`src/rtl/core/assert_macros.svh`:
```
// Assertion macros shared by the RTL.
`ifndef ASSERT_MACROS_SVH
`define ASSERT_MACROS_SVH

// Condition holds at every clock edge out of reset.
`define TLT_ASSERT_ALWAYS(name, cond, msg) \
	name: assert property (@(posedge clk) disable iff (!arst_n) (cond)) else $error(msg);

// Consequent holds in the cycle after the antecedent.
`define TLT_ASSERT_NEXT(name, ante, cons, msg) \
	name: assert property (@(posedge clk) disable iff (!arst_n) (ante) |=> (cons)) else $error(msg);

`endif

```
`src/rtl/core/tlt_pkg.sv`:
```
// Shared constants and widths for the two-link leg torque pipeline.
package tlt_pkg;
	// register indexes
	localparam logic [1:0] CFG_ASSIST     = 2'd0;
	localparam logic [1:0] CFG_HIP_GEAR   = 2'd1;
	localparam logic [1:0] CFG_KNEE_GEAR  = 2'd2;
	localparam logic [1:0] CFG_RATED      = 2'd3;

	localparam logic [15:0] ASSIST_RST = 16'd256;
	localparam logic [7:0]  GEAR_RST   = 8'd1;
	localparam logic [15:0] RATED_RST  = 16'd256;

	// angle to phase
	localparam logic signed [35:0] PHASE_MUL = 36'sd83443;
	localparam logic signed [35:0] PHASE_RND = 36'sd32768;
	localparam logic [15:0] QUARTER_TURN = 16'h4000;

	// sine polynomial, Q14
	localparam logic [14:0] SIN_ONE = 15'd16384;
	localparam logic [14:0] SIN_A   = 15'd25736;
	localparam logic [13:0] SIN_B   = 14'd10512;
	localparam logic [10:0] SIN_C   = 11'd1160;

	// link constants, Q16 Nm (base terms pre-shifted to Q30)
	localparam logic signed [32:0] MASS_DIAG_BASE_Q30 = 33'sd936837120;
	localparam logic signed [32:0] MASS_OFF_BASE_Q30  = 33'sd165085184;
	localparam logic signed [32:0] MASS_KNEE_Q30      = 33'sd165085184;
	localparam logic signed [16:0] MASS_DIAG_COS      = 17'sd37683;
	localparam logic signed [15:0] COUPLE             = 16'sd18842;
	localparam logic signed [21:0] GRAV_HIP           = 22'sd1109017;
	localparam logic signed [19:0] GRAV_SUM           = 20'sd369672;
	localparam logic signed [65:0] COR_DIV            = 66'sd4096;
	localparam logic [9:0]         PER_MILLE          = 10'd1000;

	// divider
	localparam int QBITS = 17;
	localparam int NUM_W = 42;
	localparam int DEN_W = 24;

	// valid stages ahead of the output register
	localparam int LAT = 10 + QBITS;

	localparam logic [15:0] CMD_MAX = 16'h7fff;
	localparam logic [15:0] CMD_MIN = 16'h8000;
endpackage

```
`src/rtl/core/tlt_sin.sv`:
```
// Four-stage pipelined quarter-wave sine of a 16-bit phase, Q14 result.
module tlt_sin (
	input  logic               clk,
	input  logic               en,
	input  logic [15:0]        phase,
	output logic signed [15:0] sin_val
);
	logic [1:0]  quad_a, quad_b, quad_c;
	logic [14:0] x_a, x_b, x_c;
	logic [14:0] x2_a, x2_b;
	logic [13:0] t1_b;
	logic [14:0] t_c;
	logic [14:0] x;
	logic [29:0] xx;
	logic [25:0] x2c;
	logic [28:0] x2t;
	logic [29:0] xt;
	logic signed [15:0] s_pos;

	always_comb begin
		x   = phase[14] ? (tlt_pkg::SIN_ONE - {1'b0, phase[13:0]}) : {1'b0, phase[13:0]};
		xx  = 30'(x) * 30'(x);
		x2c = 26'(x2_a) * 26'(tlt_pkg::SIN_C);
		x2t = 29'(x2_b) * 29'(t1_b);
		xt  = 30'(x_c) * 30'(t_c);
		s_pos = $signed(xt[29:14]);
	end

	always_ff @(posedge clk) begin
		if (en) begin
			quad_a <= phase[15:14];
			x_a    <= x;
			x2_a   <= xx[28:14];
			quad_b <= quad_a;
			x_b    <= x_a;
			x2_b   <= x2_a;
			t1_b   <= tlt_pkg::SIN_B - 14'(x2c[25:14]);
			quad_c <= quad_b;
			x_c    <= x_b;
			t_c    <= tlt_pkg::SIN_A - x2t[28:14];
			sin_val <= quad_c[1] ? -s_pos : s_pos;
		end
	end
endmodule

```
`config.mk`:
```
export PLATFORM = sky130hd
export DESIGN_NAME = tlt_sin
export DESIGN_NICKNAME = d
export VERILOG_FILES = /design/src/rtl/core/assert_macros.svh /design/src/rtl/core/tlt_pkg.sv /design/src/rtl/core/tlt_sin.sv
export SDC_FILE = /design/constraint.sdc
export NUM_CORES = 1
export LEC_CHECK = 0
export ABC_AREA = 1
export BUFFER_PORTS_ARGS = -buffer_cell sky130_fd_sc_hd__buf_2
export CORE_ASPECT_RATIO = 1.2
export CORE_MARGIN = 2
export CORE_UTILIZATION = 67
export CTS_CLUSTER_DIAMETER = 30
export DETAILED_ROUTE_END_ITERATION = 16
export GPL_TIMING_DRIVEN = 0
export PLACE_DENSITY = 0.93
export SLEW_MARGIN = 20
export SYNTH_ARGS = -nofsm -noshare
export SYNTH_HDL_FRONTEND = slang
export SYNTH_SLANG_ARGS = --single-unit
export TNS_END_PERCENT = 10
```
`constraint.sdc`:
```
create_clock -name clk -period 10.1 [get_ports clk]
set_input_delay 2.02 -clock clk [delete_from_list [all_inputs] [get_ports clk]]
set_output_delay 2.02 -clock clk [all_outputs]
set_load 0.02 [all_outputs]
```
==> impl_metrics.json <==
{
  "status": "finished clean",
  "hold_viol": 0,
  "grt-busiest-layer": "met2",
  "synth-compound-area-share": 0.0334,
  "holdCritStartpoint": "x_a[7]$_DFFE_PP_",
  "tns_ns": 0,
  "cts_made_buffers": 17,
  "r2r_cells": 26,
  "clk_path_buf_depth": 2,
  "vias": 25000,
  "synthFlopType": "edfxtp_1",
  "yosysWarnings": 0,
  "crit_path_frequent_cell": "fa_1",
  "synthAdderAreaFrac": 0.468,
  "cp_num_buf_inv": 5,
  "drc_errors": 0,
  "max_freq_mhz": 105,
  "startpoint_type": "input pin",
  "max-cap-violations": 0,
  "coreArea_um2": 41800,
  "design_area_um2": 29700,
  "die_area_um2": 43900,
  "final_common_cell": "inv_1",
  "die_h_um": 229,
  "std_cell_rows": 82,
  "place_hpwl_mm": 59.7,
  "gr-usage-all-layers": 0.387,
  "mostFrequentLayoutCells": "inv_1, nand2_1, fa_1",
  "wire_per_inst_um": 18.9,
  "timing.rr.start": "x2_b[9]$_DFFE_PP_",
  "crit_required_ns": 10.29,
  "clock_skew_ns": 0.0128,
  "totalWireLength_mm": 80.5,
  "critPathSlowestCell": "fa_1",
  "cts.clk_slew.worst_paths_ns": 0.06,
  "worst_pin_slew_ns": 1.10,
  "post_cts_buffers": 0,
  "synthSimpleGateAreaFrac": 0.201,
  "ys_types": 48,
  "hold_buffers": 0,
  "grt_use_met3": 0.113,
  "regArea_um2": 3690,
  "grt.met2_usage": 0.636,
  "fill_cells": 2769,
  "overflow": 0,
  "n_antenna_cell": 0,
  "netlist_area_um2": 28300,
  "min_period_ns": 9.49,
  "ys_seq_elements": 123,
  "syn_inst": 3634,
  "maxSlewViolCount": 0,
  "slew_headroom": 0.264,
  "multiInputGateArea_um2": 20500,
  "ff2ff_setup_slack_ns": 2.96,
  "drtIter0Drc": 2803,
  "post-route-period-util": 0.939,
  "yosys.area_share.xor_xnor": 0.0194,
  "yosysSeqAreaShare": 0.131,
  "max_stage_delay_ns": 0.92,
  "synth_edf_count": 123,
  "yosysTopAreaCell": "fa_1",
  "setup_violations": 0,
  "dpl_cell_area_um2": 29200,
  "clk_latency_ns": 0.44,
  "ctsResizeCount": 0,
  "async_reset_ff_frac": 0,
  "synth_top_area_share": 0.326,
  "initial_core_util": 0.677,
  "gp_congestion": 0.962,
  "holdPathEnd": "x_b[7]$_DFFE_PP_",
  "crit_type": "in2reg",
  "grt_use_met1": 0.406,
  "worst_hold_slack_ns": 0.411,
  "whs_path_depth": 0,
  "cp-end-kind": "flop",
  "grt_pass1_wl_mm": 131,
  "ant_nets": 0,
  "rsz0062_at_grt": "no",
  "ys_top_cells_by_area": "fa_1, ha_1, inv_1",
  "grt_pass1_vias": 27300,
  "io_pins": 34,
  "numClockSinks": 123,
  "portBuffers": 33,
  "post_route_cells_drive_above_1_share": 0.0389,
  "cp.arrival_ns": 9.68,
  "firstDrtPassIters": 8,
  "syn_to_final_growth_pct": 5.18,
  "antenna_found_initial": 1,
  "path_max_fanout": 10,
  "hp-class": "reg2reg",
  "grt_start_max_net_pins": 88,
  "yosys-mux-area-fraction": 0,
  "avgSynthCellArea_um2": 7.78,
  "r2r_end": "t_c[14]$_DFFE_PP_",
  "crit_family": "adder cells",
  "cts_tree": "yes",
  "nets": 4492,
  "clockRootBuffer": "clkbuf_16",
  "htree_num_levels": 4,
  "via_per_inst": 5.87,
  "die_w_um": 192,
  "synth_top_family_by_area": "adder cells"
}
==> kinds of logic after synthesis <==
| group | after synthesis |
|---|---|
| AOI/OAI and AO/OA | 167 |
| xor gates and xnor gates | 60 |
| other | 2 |
| DFF | 123 |
| and+or+nand+nor | 1394 |
| buffers and inverters | 1108 |
| adders and majority gates | 780 |
==> worst max path at each step <==
stage / start / to / slack, ns / cells past startpoint
detailed placement: phase[0] / x2_a[14]$_DFFE_PP_ / 0.83 / 28
global placement: phase[0] / x2_a[14]$_DFFE_PP_ / 1.01 / 28
finish: phase[0] / x2_a[14]$_DFFE_PP_ / 0.61 / 25
CTS: phase[0] / x2_a[14]$_DFFE_PP_ / 1.14 / 28
floorplan: phase[1] / x2_a[14]$_DFFE_PP_ / 2.15 / 27
global route: phase[0] / x2_a[11]$_DFFE_PP_ / 0.56 / 25
==> metal layers <==
layer | vias up | share of wire | wire length [µm]
met1 | 11400 | 0.31 | 25000
met5 | - | 0.00016 | 13
li1 | 10800 | - | -
met4 | 2 | 0.10 | 8040
met2 | 1976 | 0.47 | 38200
met3 | 796 | 0.12 | 9270
==> synthesized netlist by cell type (all sizes together) (23+ instances only) <==
master / number
a21oi: 95
clkbuf: 61
edfxtp: 123
fa: 461
ha: 319
inv: 1040
nand2: 1012
nand3: 117
nand4: 24
nor2: 202
o21ai: 40
xnor2: 23
xor2: 37
==> layout make-up <==
class	instances	share of cell area
Clock buffer	18	0.0144
Clock inverter	13	0.00404
Buffer	67	0.00867
Multi-Input combinational cell	2410	0.688
Inverter	1041	0.131
Tap cell	546	0.0230
Timing Repair Buffer	34	0.00669
Sequential cell	123	0.124
==> registers in the layout, summed over array words and instances, names as in the netlist, 14 cells and up <==
register,flops
x2_a,15
x2_b,15
t_c,15
x_b,15
t1_b,14
x_a,15
sin_val,16
x_c,15
==> through the flow <==
step           setup WS (ns)  std cells   util
2_1_floorplan           2.15       3641      -
3_3_place_gp            1.01       4220  0.698
3_5_place_dp           0.827       4221  0.699
4_1_cts                 1.14       4252  0.712
5_1_grt                0.564       4252  0.712
6_report               0.612       4252  0.712
Power is left out: the tool's default activity adds up to more than one toggle a clock period on the data nets, which glitch-free logic cannot reach.
