File: src/rtl/core/assert_macros.svh
// Assertion macros shared by the RTL.
`ifndef ASSERT_MACROS_SVH
`define ASSERT_MACROS_SVH

// Condition holds at every clock edge out of reset.
`define TLT_ASSERT_ALWAYS(name, cond, msg) \
	name: assert property (@(posedge clk) disable iff (!arst_n) (cond)) else $error(msg);

// Consequent holds in the cycle after the antecedent.
`define TLT_ASSERT_NEXT(name, ante, cons, msg) \
	name: assert property (@(posedge clk) disable iff (!arst_n) (ante) |=> (cons)) else $error(msg);

`endif

File: src/rtl/core/tlt_pkg.sv
// Shared constants and widths for the two-link leg torque pipeline.
package tlt_pkg;
	// register indexes
	localparam logic [1:0] CFG_ASSIST     = 2'd0;
	localparam logic [1:0] CFG_HIP_GEAR   = 2'd1;
	localparam logic [1:0] CFG_KNEE_GEAR  = 2'd2;
	localparam logic [1:0] CFG_RATED      = 2'd3;

	localparam logic [15:0] ASSIST_RST = 16'd256;
	localparam logic [7:0]  GEAR_RST   = 8'd1;
	localparam logic [15:0] RATED_RST  = 16'd256;

	// angle to phase
	localparam logic signed [35:0] PHASE_MUL = 36'sd83443;
	localparam logic signed [35:0] PHASE_RND = 36'sd32768;
	localparam logic [15:0] QUARTER_TURN = 16'h4000;

	// sine polynomial, Q14
	localparam logic [14:0] SIN_ONE = 15'd16384;
	localparam logic [14:0] SIN_A   = 15'd25736;
	localparam logic [13:0] SIN_B   = 14'd10512;
	localparam logic [10:0] SIN_C   = 11'd1160;

	// link constants, Q16 Nm (base terms pre-shifted to Q30)
	localparam logic signed [32:0] MASS_DIAG_BASE_Q30 = 33'sd936837120;
	localparam logic signed [32:0] MASS_OFF_BASE_Q30  = 33'sd165085184;
	localparam logic signed [32:0] MASS_KNEE_Q30      = 33'sd165085184;
	localparam logic signed [16:0] MASS_DIAG_COS      = 17'sd37683;
	localparam logic signed [15:0] COUPLE             = 16'sd18842;
	localparam logic signed [21:0] GRAV_HIP           = 22'sd1109017;
	localparam logic signed [19:0] GRAV_SUM           = 20'sd369672;
	localparam logic signed [65:0] COR_DIV            = 66'sd4096;
	localparam logic [9:0]         PER_MILLE          = 10'd1000;

	// divider
	localparam int QBITS = 17;
	localparam int NUM_W = 42;
	localparam int DEN_W = 24;

	// valid stages ahead of the output register
	localparam int LAT = 10 + QBITS;

	localparam logic [15:0] CMD_MAX = 16'h7fff;
	localparam logic [15:0] CMD_MIN = 16'h8000;
endpackage

File: src/rtl/core/tlt_div.sv
// Pipelined restoring divider, one quotient bit per stage, with overflow flag.
module tlt_div (
	input  logic                       clk,
	input  logic                       en,
	input  logic [tlt_pkg::NUM_W-1:0]  num,
	input  logic [tlt_pkg::DEN_W-1:0]  den,
	output logic [tlt_pkg::QBITS-1:0]  quo,
	output logic                       ovf
);
	localparam int QB = tlt_pkg::QBITS;
	localparam int NW = tlt_pkg::NUM_W;
	localparam int DW = tlt_pkg::DEN_W;

	logic [NW-1:0] rem_q [QB];
	logic [DW-1:0] den_q [QB];
	logic [QB-1:0] quo_q [QB];
	logic [QB-1:0] ovf_q;

	for (genvar i = 0; i < QB; i++) begin : g_st
		logic [NW-1:0] r_in;
		logic [NW-1:0] dsh;
		logic [DW-1:0] d_in;
		logic [QB-1:0] q_in;
		logic          o_in;
		logic          ge;

		if (i == 0) begin : g_first
			assign r_in = num;
			assign d_in = den;
			assign q_in = '0;
			assign o_in = num >= (NW'(den) << QB);
		end else begin : g_next
			assign r_in = rem_q[i-1];
			assign d_in = den_q[i-1];
			assign q_in = quo_q[i-1];
			assign o_in = ovf_q[i-1];
		end

		assign dsh = NW'(d_in) << (QB - 1 - i);
		assign ge  = r_in >= dsh;

		always_ff @(posedge clk) begin
			if (en) begin
				rem_q[i] <= ge ? (r_in - dsh) : r_in;
				den_q[i] <= d_in;
				quo_q[i] <= q_in | (QB'(ge) << (QB - 1 - i));
				ovf_q[i] <= o_in;
			end
		end
	end

	assign quo = quo_q[QB-1];
	assign ovf = ovf_q[QB-1];
endmodule

File: config.mk
export PLATFORM = sky130hd
export DESIGN_NAME = tlt_div
export DESIGN_NICKNAME = d
export VERILOG_FILES = /design/src/rtl/core/assert_macros.svh /design/src/rtl/core/tlt_pkg.sv /design/src/rtl/core/tlt_div.sv
export SDC_FILE = /design/constraint.sdc
export NUM_CORES = 2
export LEC_CHECK = 0
export BUFFER_PORTS_ARGS = -buffer_cell sky130_fd_sc_hd__buf_2
export CAP_MARGIN = 0
export CORE_UTILIZATION = 65
export CTS_CLUSTER_DIAMETER = 30
export DETAILED_ROUTE_END_ITERATION = 6
export PLACE_DENSITY = 0.82
export SLEW_MARGIN = 10
export SYNTH_ARGS = -nofsm -noshare
export SYNTH_HDL_FRONTEND = slang
export SYNTH_SLANG_ARGS = --single-unit
File: constraint.sdc
create_clock -name clk -period 9.45 [get_ports clk]
set_input_delay 0.945 -clock clk [delete_from_list [all_inputs] [get_ports clk]]
set_output_delay 0.945 -clock clk [all_outputs]
set_load 0.005 [all_outputs]
==> impl_metrics.yaml <==
status:
  status: "finished, violations left"
  failed_checks: "DRC"
synth:
  syn_area_per_cell_um2: 11.4
  synthTopCellsByCount: "edfxtp_1, inv_1, nand2_1"
  synth_most_common_cell: "edfxtp_1"
  synth.yosys.seq_area_share: 0.555
  yosys_warnings: 0
  synth_largest_area_cell: "edfxtp_1"
  syn-num-nets: 6356
  ys_ff_latch: 1226
  synth.distinct_cells: 80
  synthArstFlopShare: 0
  synth_area_um2: 66400
  synthTopCellsByArea: "edfxtp_1, ha_1, a21oi_1"
  synth_flop_cell: "edfxtp_1"
  synth_top_area_frac: 0.555
  synth_cells: 5840
  synth-edff-count: 1226
critical_path:
  r2r-end: "rem_q[0][593]"
  critPathLaunchType: "flop"
  cp-end-kind: "flop"
  reg2reg_from: "rem_q[0][548]"
  required_ns: 10.02
  crit_type: "reg2reg"
  rrSetupSlack_ns: 4.91
  crit_chain: "inv_1 > ha_1 > inv_1 > fa_1 > a211oi_1 > o21ai_0 > o31ai_1 > o22a_1 > a21boi_0 > o211ai_1 > nand3_2 > buf_4 > mux2_2"
  crit_fanout: 37
  arrival_ns: 5.11
  max_stage_delay_ns: 0.74
  r2r_cells: 13
  cpMostUsedCell: "inv_1"
  cp_slowest_cell: "o31ai_1"
sta:
  fmax_ghz: 0.220
  tns_ns: 0
  slew_headroom: 0.168
  min_period_ns: 4.54
  hold_viol: 0
  period_share: 0.480
  rsz0062_at_grt: "no"
  setup_viol: 0
  drv_slew: 0
  skew_ns: 0.0666
  tightest_slew_ns: 1.23
layout:
  fillCellCount: 6205
  layout-drive-gt1-share: 0.101
  final_net_count: 6565
  areaGrowthSynthToFinish_pct: 15.5
power_and_ir_drop:
  power.density_nw_per_um2: 325
  power_mw: 24.9
  ir_drop_mv: 0.242
  p_leak_nw: 30.1
worst_hold_path:
  holdPathStages: 1
  hold_end: "rem_q[0][10]"
  holdCritStartpoint: "num[10]"
  hold_path_class: "in2reg"
die:
  die_area_um2: 103000
  die_w_um: 322
  die_h_um: 322
  start_util: 0.660
  rows: 116
  ioPinCount: 86
  core_um2: 101000
clock_tree:
  cts.root.buffer_cell: "clkbuf_16"
  post_cts_resized: 0
  numCtsBuffers: 228
  cts_tree: "built"
  worstSkewPairLatency_ns: 0.84
  cts.sinks: 1226
  ctsHoldBuffers: 0
  path_clk_slew_ns: 0.06
  clock_path_buffers: 3
  htreeDepth: 4
  postCtsSetupBuffers: 0
grt:
  overflow: 0
  met1_usage: 0.320
  grt_max_degree: 189
  grtUsageMet2: 0.595
  antenna_found_initial: 3
  grt_pass1_vias: 48200
  use_met3: 0.0506
  track_usage: 0.315
  grt_pass1_wl_um: 255000
  busiest_layer: "met2"
drt:
  routedWlPerCell_um: 21.4
  drt_iter0_drc: 4176
  dr_total_vias: 47500
  vias_per_cell: 6.24
  ant_nets: 0
  first_pass_iters: 7
  drt-total-wl_um: 163000
  drc: 12
place:
  hpwl_um: 112000
  io_buffer_count: 85
  gp_congestion: 0.950
job:
  maxCapViolCount: 0
-- cells in the final DEF (no fill, tap or decap), types with 203 or more instances in the layout --
cell type  Yosys  routed
a21oi_1      423     421
xor2_1       203     203
edfxtp_1    1226    1226
nand2_1      450     450
ha_1         432     432
nor2_1       323     323
inv_1        520     520
xnor2_1      232     232
o21ai_0      415     415
clkbuf_16      0     230
-- through the flow --
stage                     setup WS, ns  utilization  instances  cell area [µm²]  hold slack [ns]
after CTS                         5.00        0.762       7611            76600            0.285
final                             4.91        0.762       7614            76600            0.318
after detailed placement          4.98        0.679       7176            68300            0.405
after global placement            5.04        0.679       7176            68300            0.400
after global routing              4.78        0.762       7611            76600            0.307
after floorplan                   5.85            -       5840            66400            0.400
-- layer usage --
layer / share of wire / wire (µm) / up-vias
li1: - / - / 22200
met1: 0.35 / 57000 / 22800
met2: 0.53 / 87100 / 1944
met3: 0.052 / 8550 / 598
met4: 0.064 / 10500 / 2
met5: 0.000067 / 11 / -
-- critical path: cells and delay by family, from the launching register on --
family / cells / cell delay [ns]
AND/OR/NAND/NOR: 1 / 0.32
buffers and inverters: 3 / 0.53
multiplexers: 1 / 0.33
AO/OA/AOI/OAI: 6 / 2.07
flip-flops: 1 / 0.39
adder cells (fa/ha/maj): 2 / 0.61
-- flip-flops by register name, summed over array words and instances, names as in the netlist --
signal / count
g_st.o_in: 16
ovf: 1
den_q: 384
quo_q: 153
rem_q: 672
-- cell families after synthesis --
logic type	share of synthesized area
mux	0.0101
compound gates	0.140
buf+inv	0.0375
fa+ha+maj	0.0863
simple gates	0.114
flops	0.555
xor+xnor	0.0574
-- how the worst max path moves through the flow --
| stage | start | end | slack (ns) | cells past startpoint |
|---|---|---|---|---|
| 2_1_floorplan | num[16] | rem_q[0][28] | 5.85 | 13 |
| 3_3_place_gp | num[16] | rem_q[0][40] | 5.04 | 14 |
| 3_5_place_dp | num[16] | rem_q[0][40] | 4.98 | 14 |
| 4_1_cts | rem_q[0][548] | rem_q[0][605] | 5.00 | 13 |
| 5_1_grt | rem_q[0][220] | rem_q[0][293] | 4.78 | 16 |
| 6_report | rem_q[0][548] | rem_q[0][593] | 4.91 | 13 |
-- power breakdown --
part | total, mW | internal, mW | switching (mW)
sequential | 8.42 | 7.63 | 0.781
combinational | 7.87 | 3.25 | 4.62
clock | 8.62 | 5.58 | 3.04
total | 24.9 | 16.5 | 8.45
-- cell type report --
class / instances / area [µm²] / share of cell area
antenna: 3 / 7.51 / 0.0000979
timing repair buffer: 114 / 696 / 0.00908
inverter: 521 / 1960 / 0.0255
multi-input combinational: 3958 / 27200 / 0.354
sequential: 1226 / 36800 / 0.480
clock buffer: 241 / 5800 / 0.0756
tap: 1357 / 1700 / 0.0222
clock inverter: 194 / 2520 / 0.0328
(Power assumes the default switching activity.)
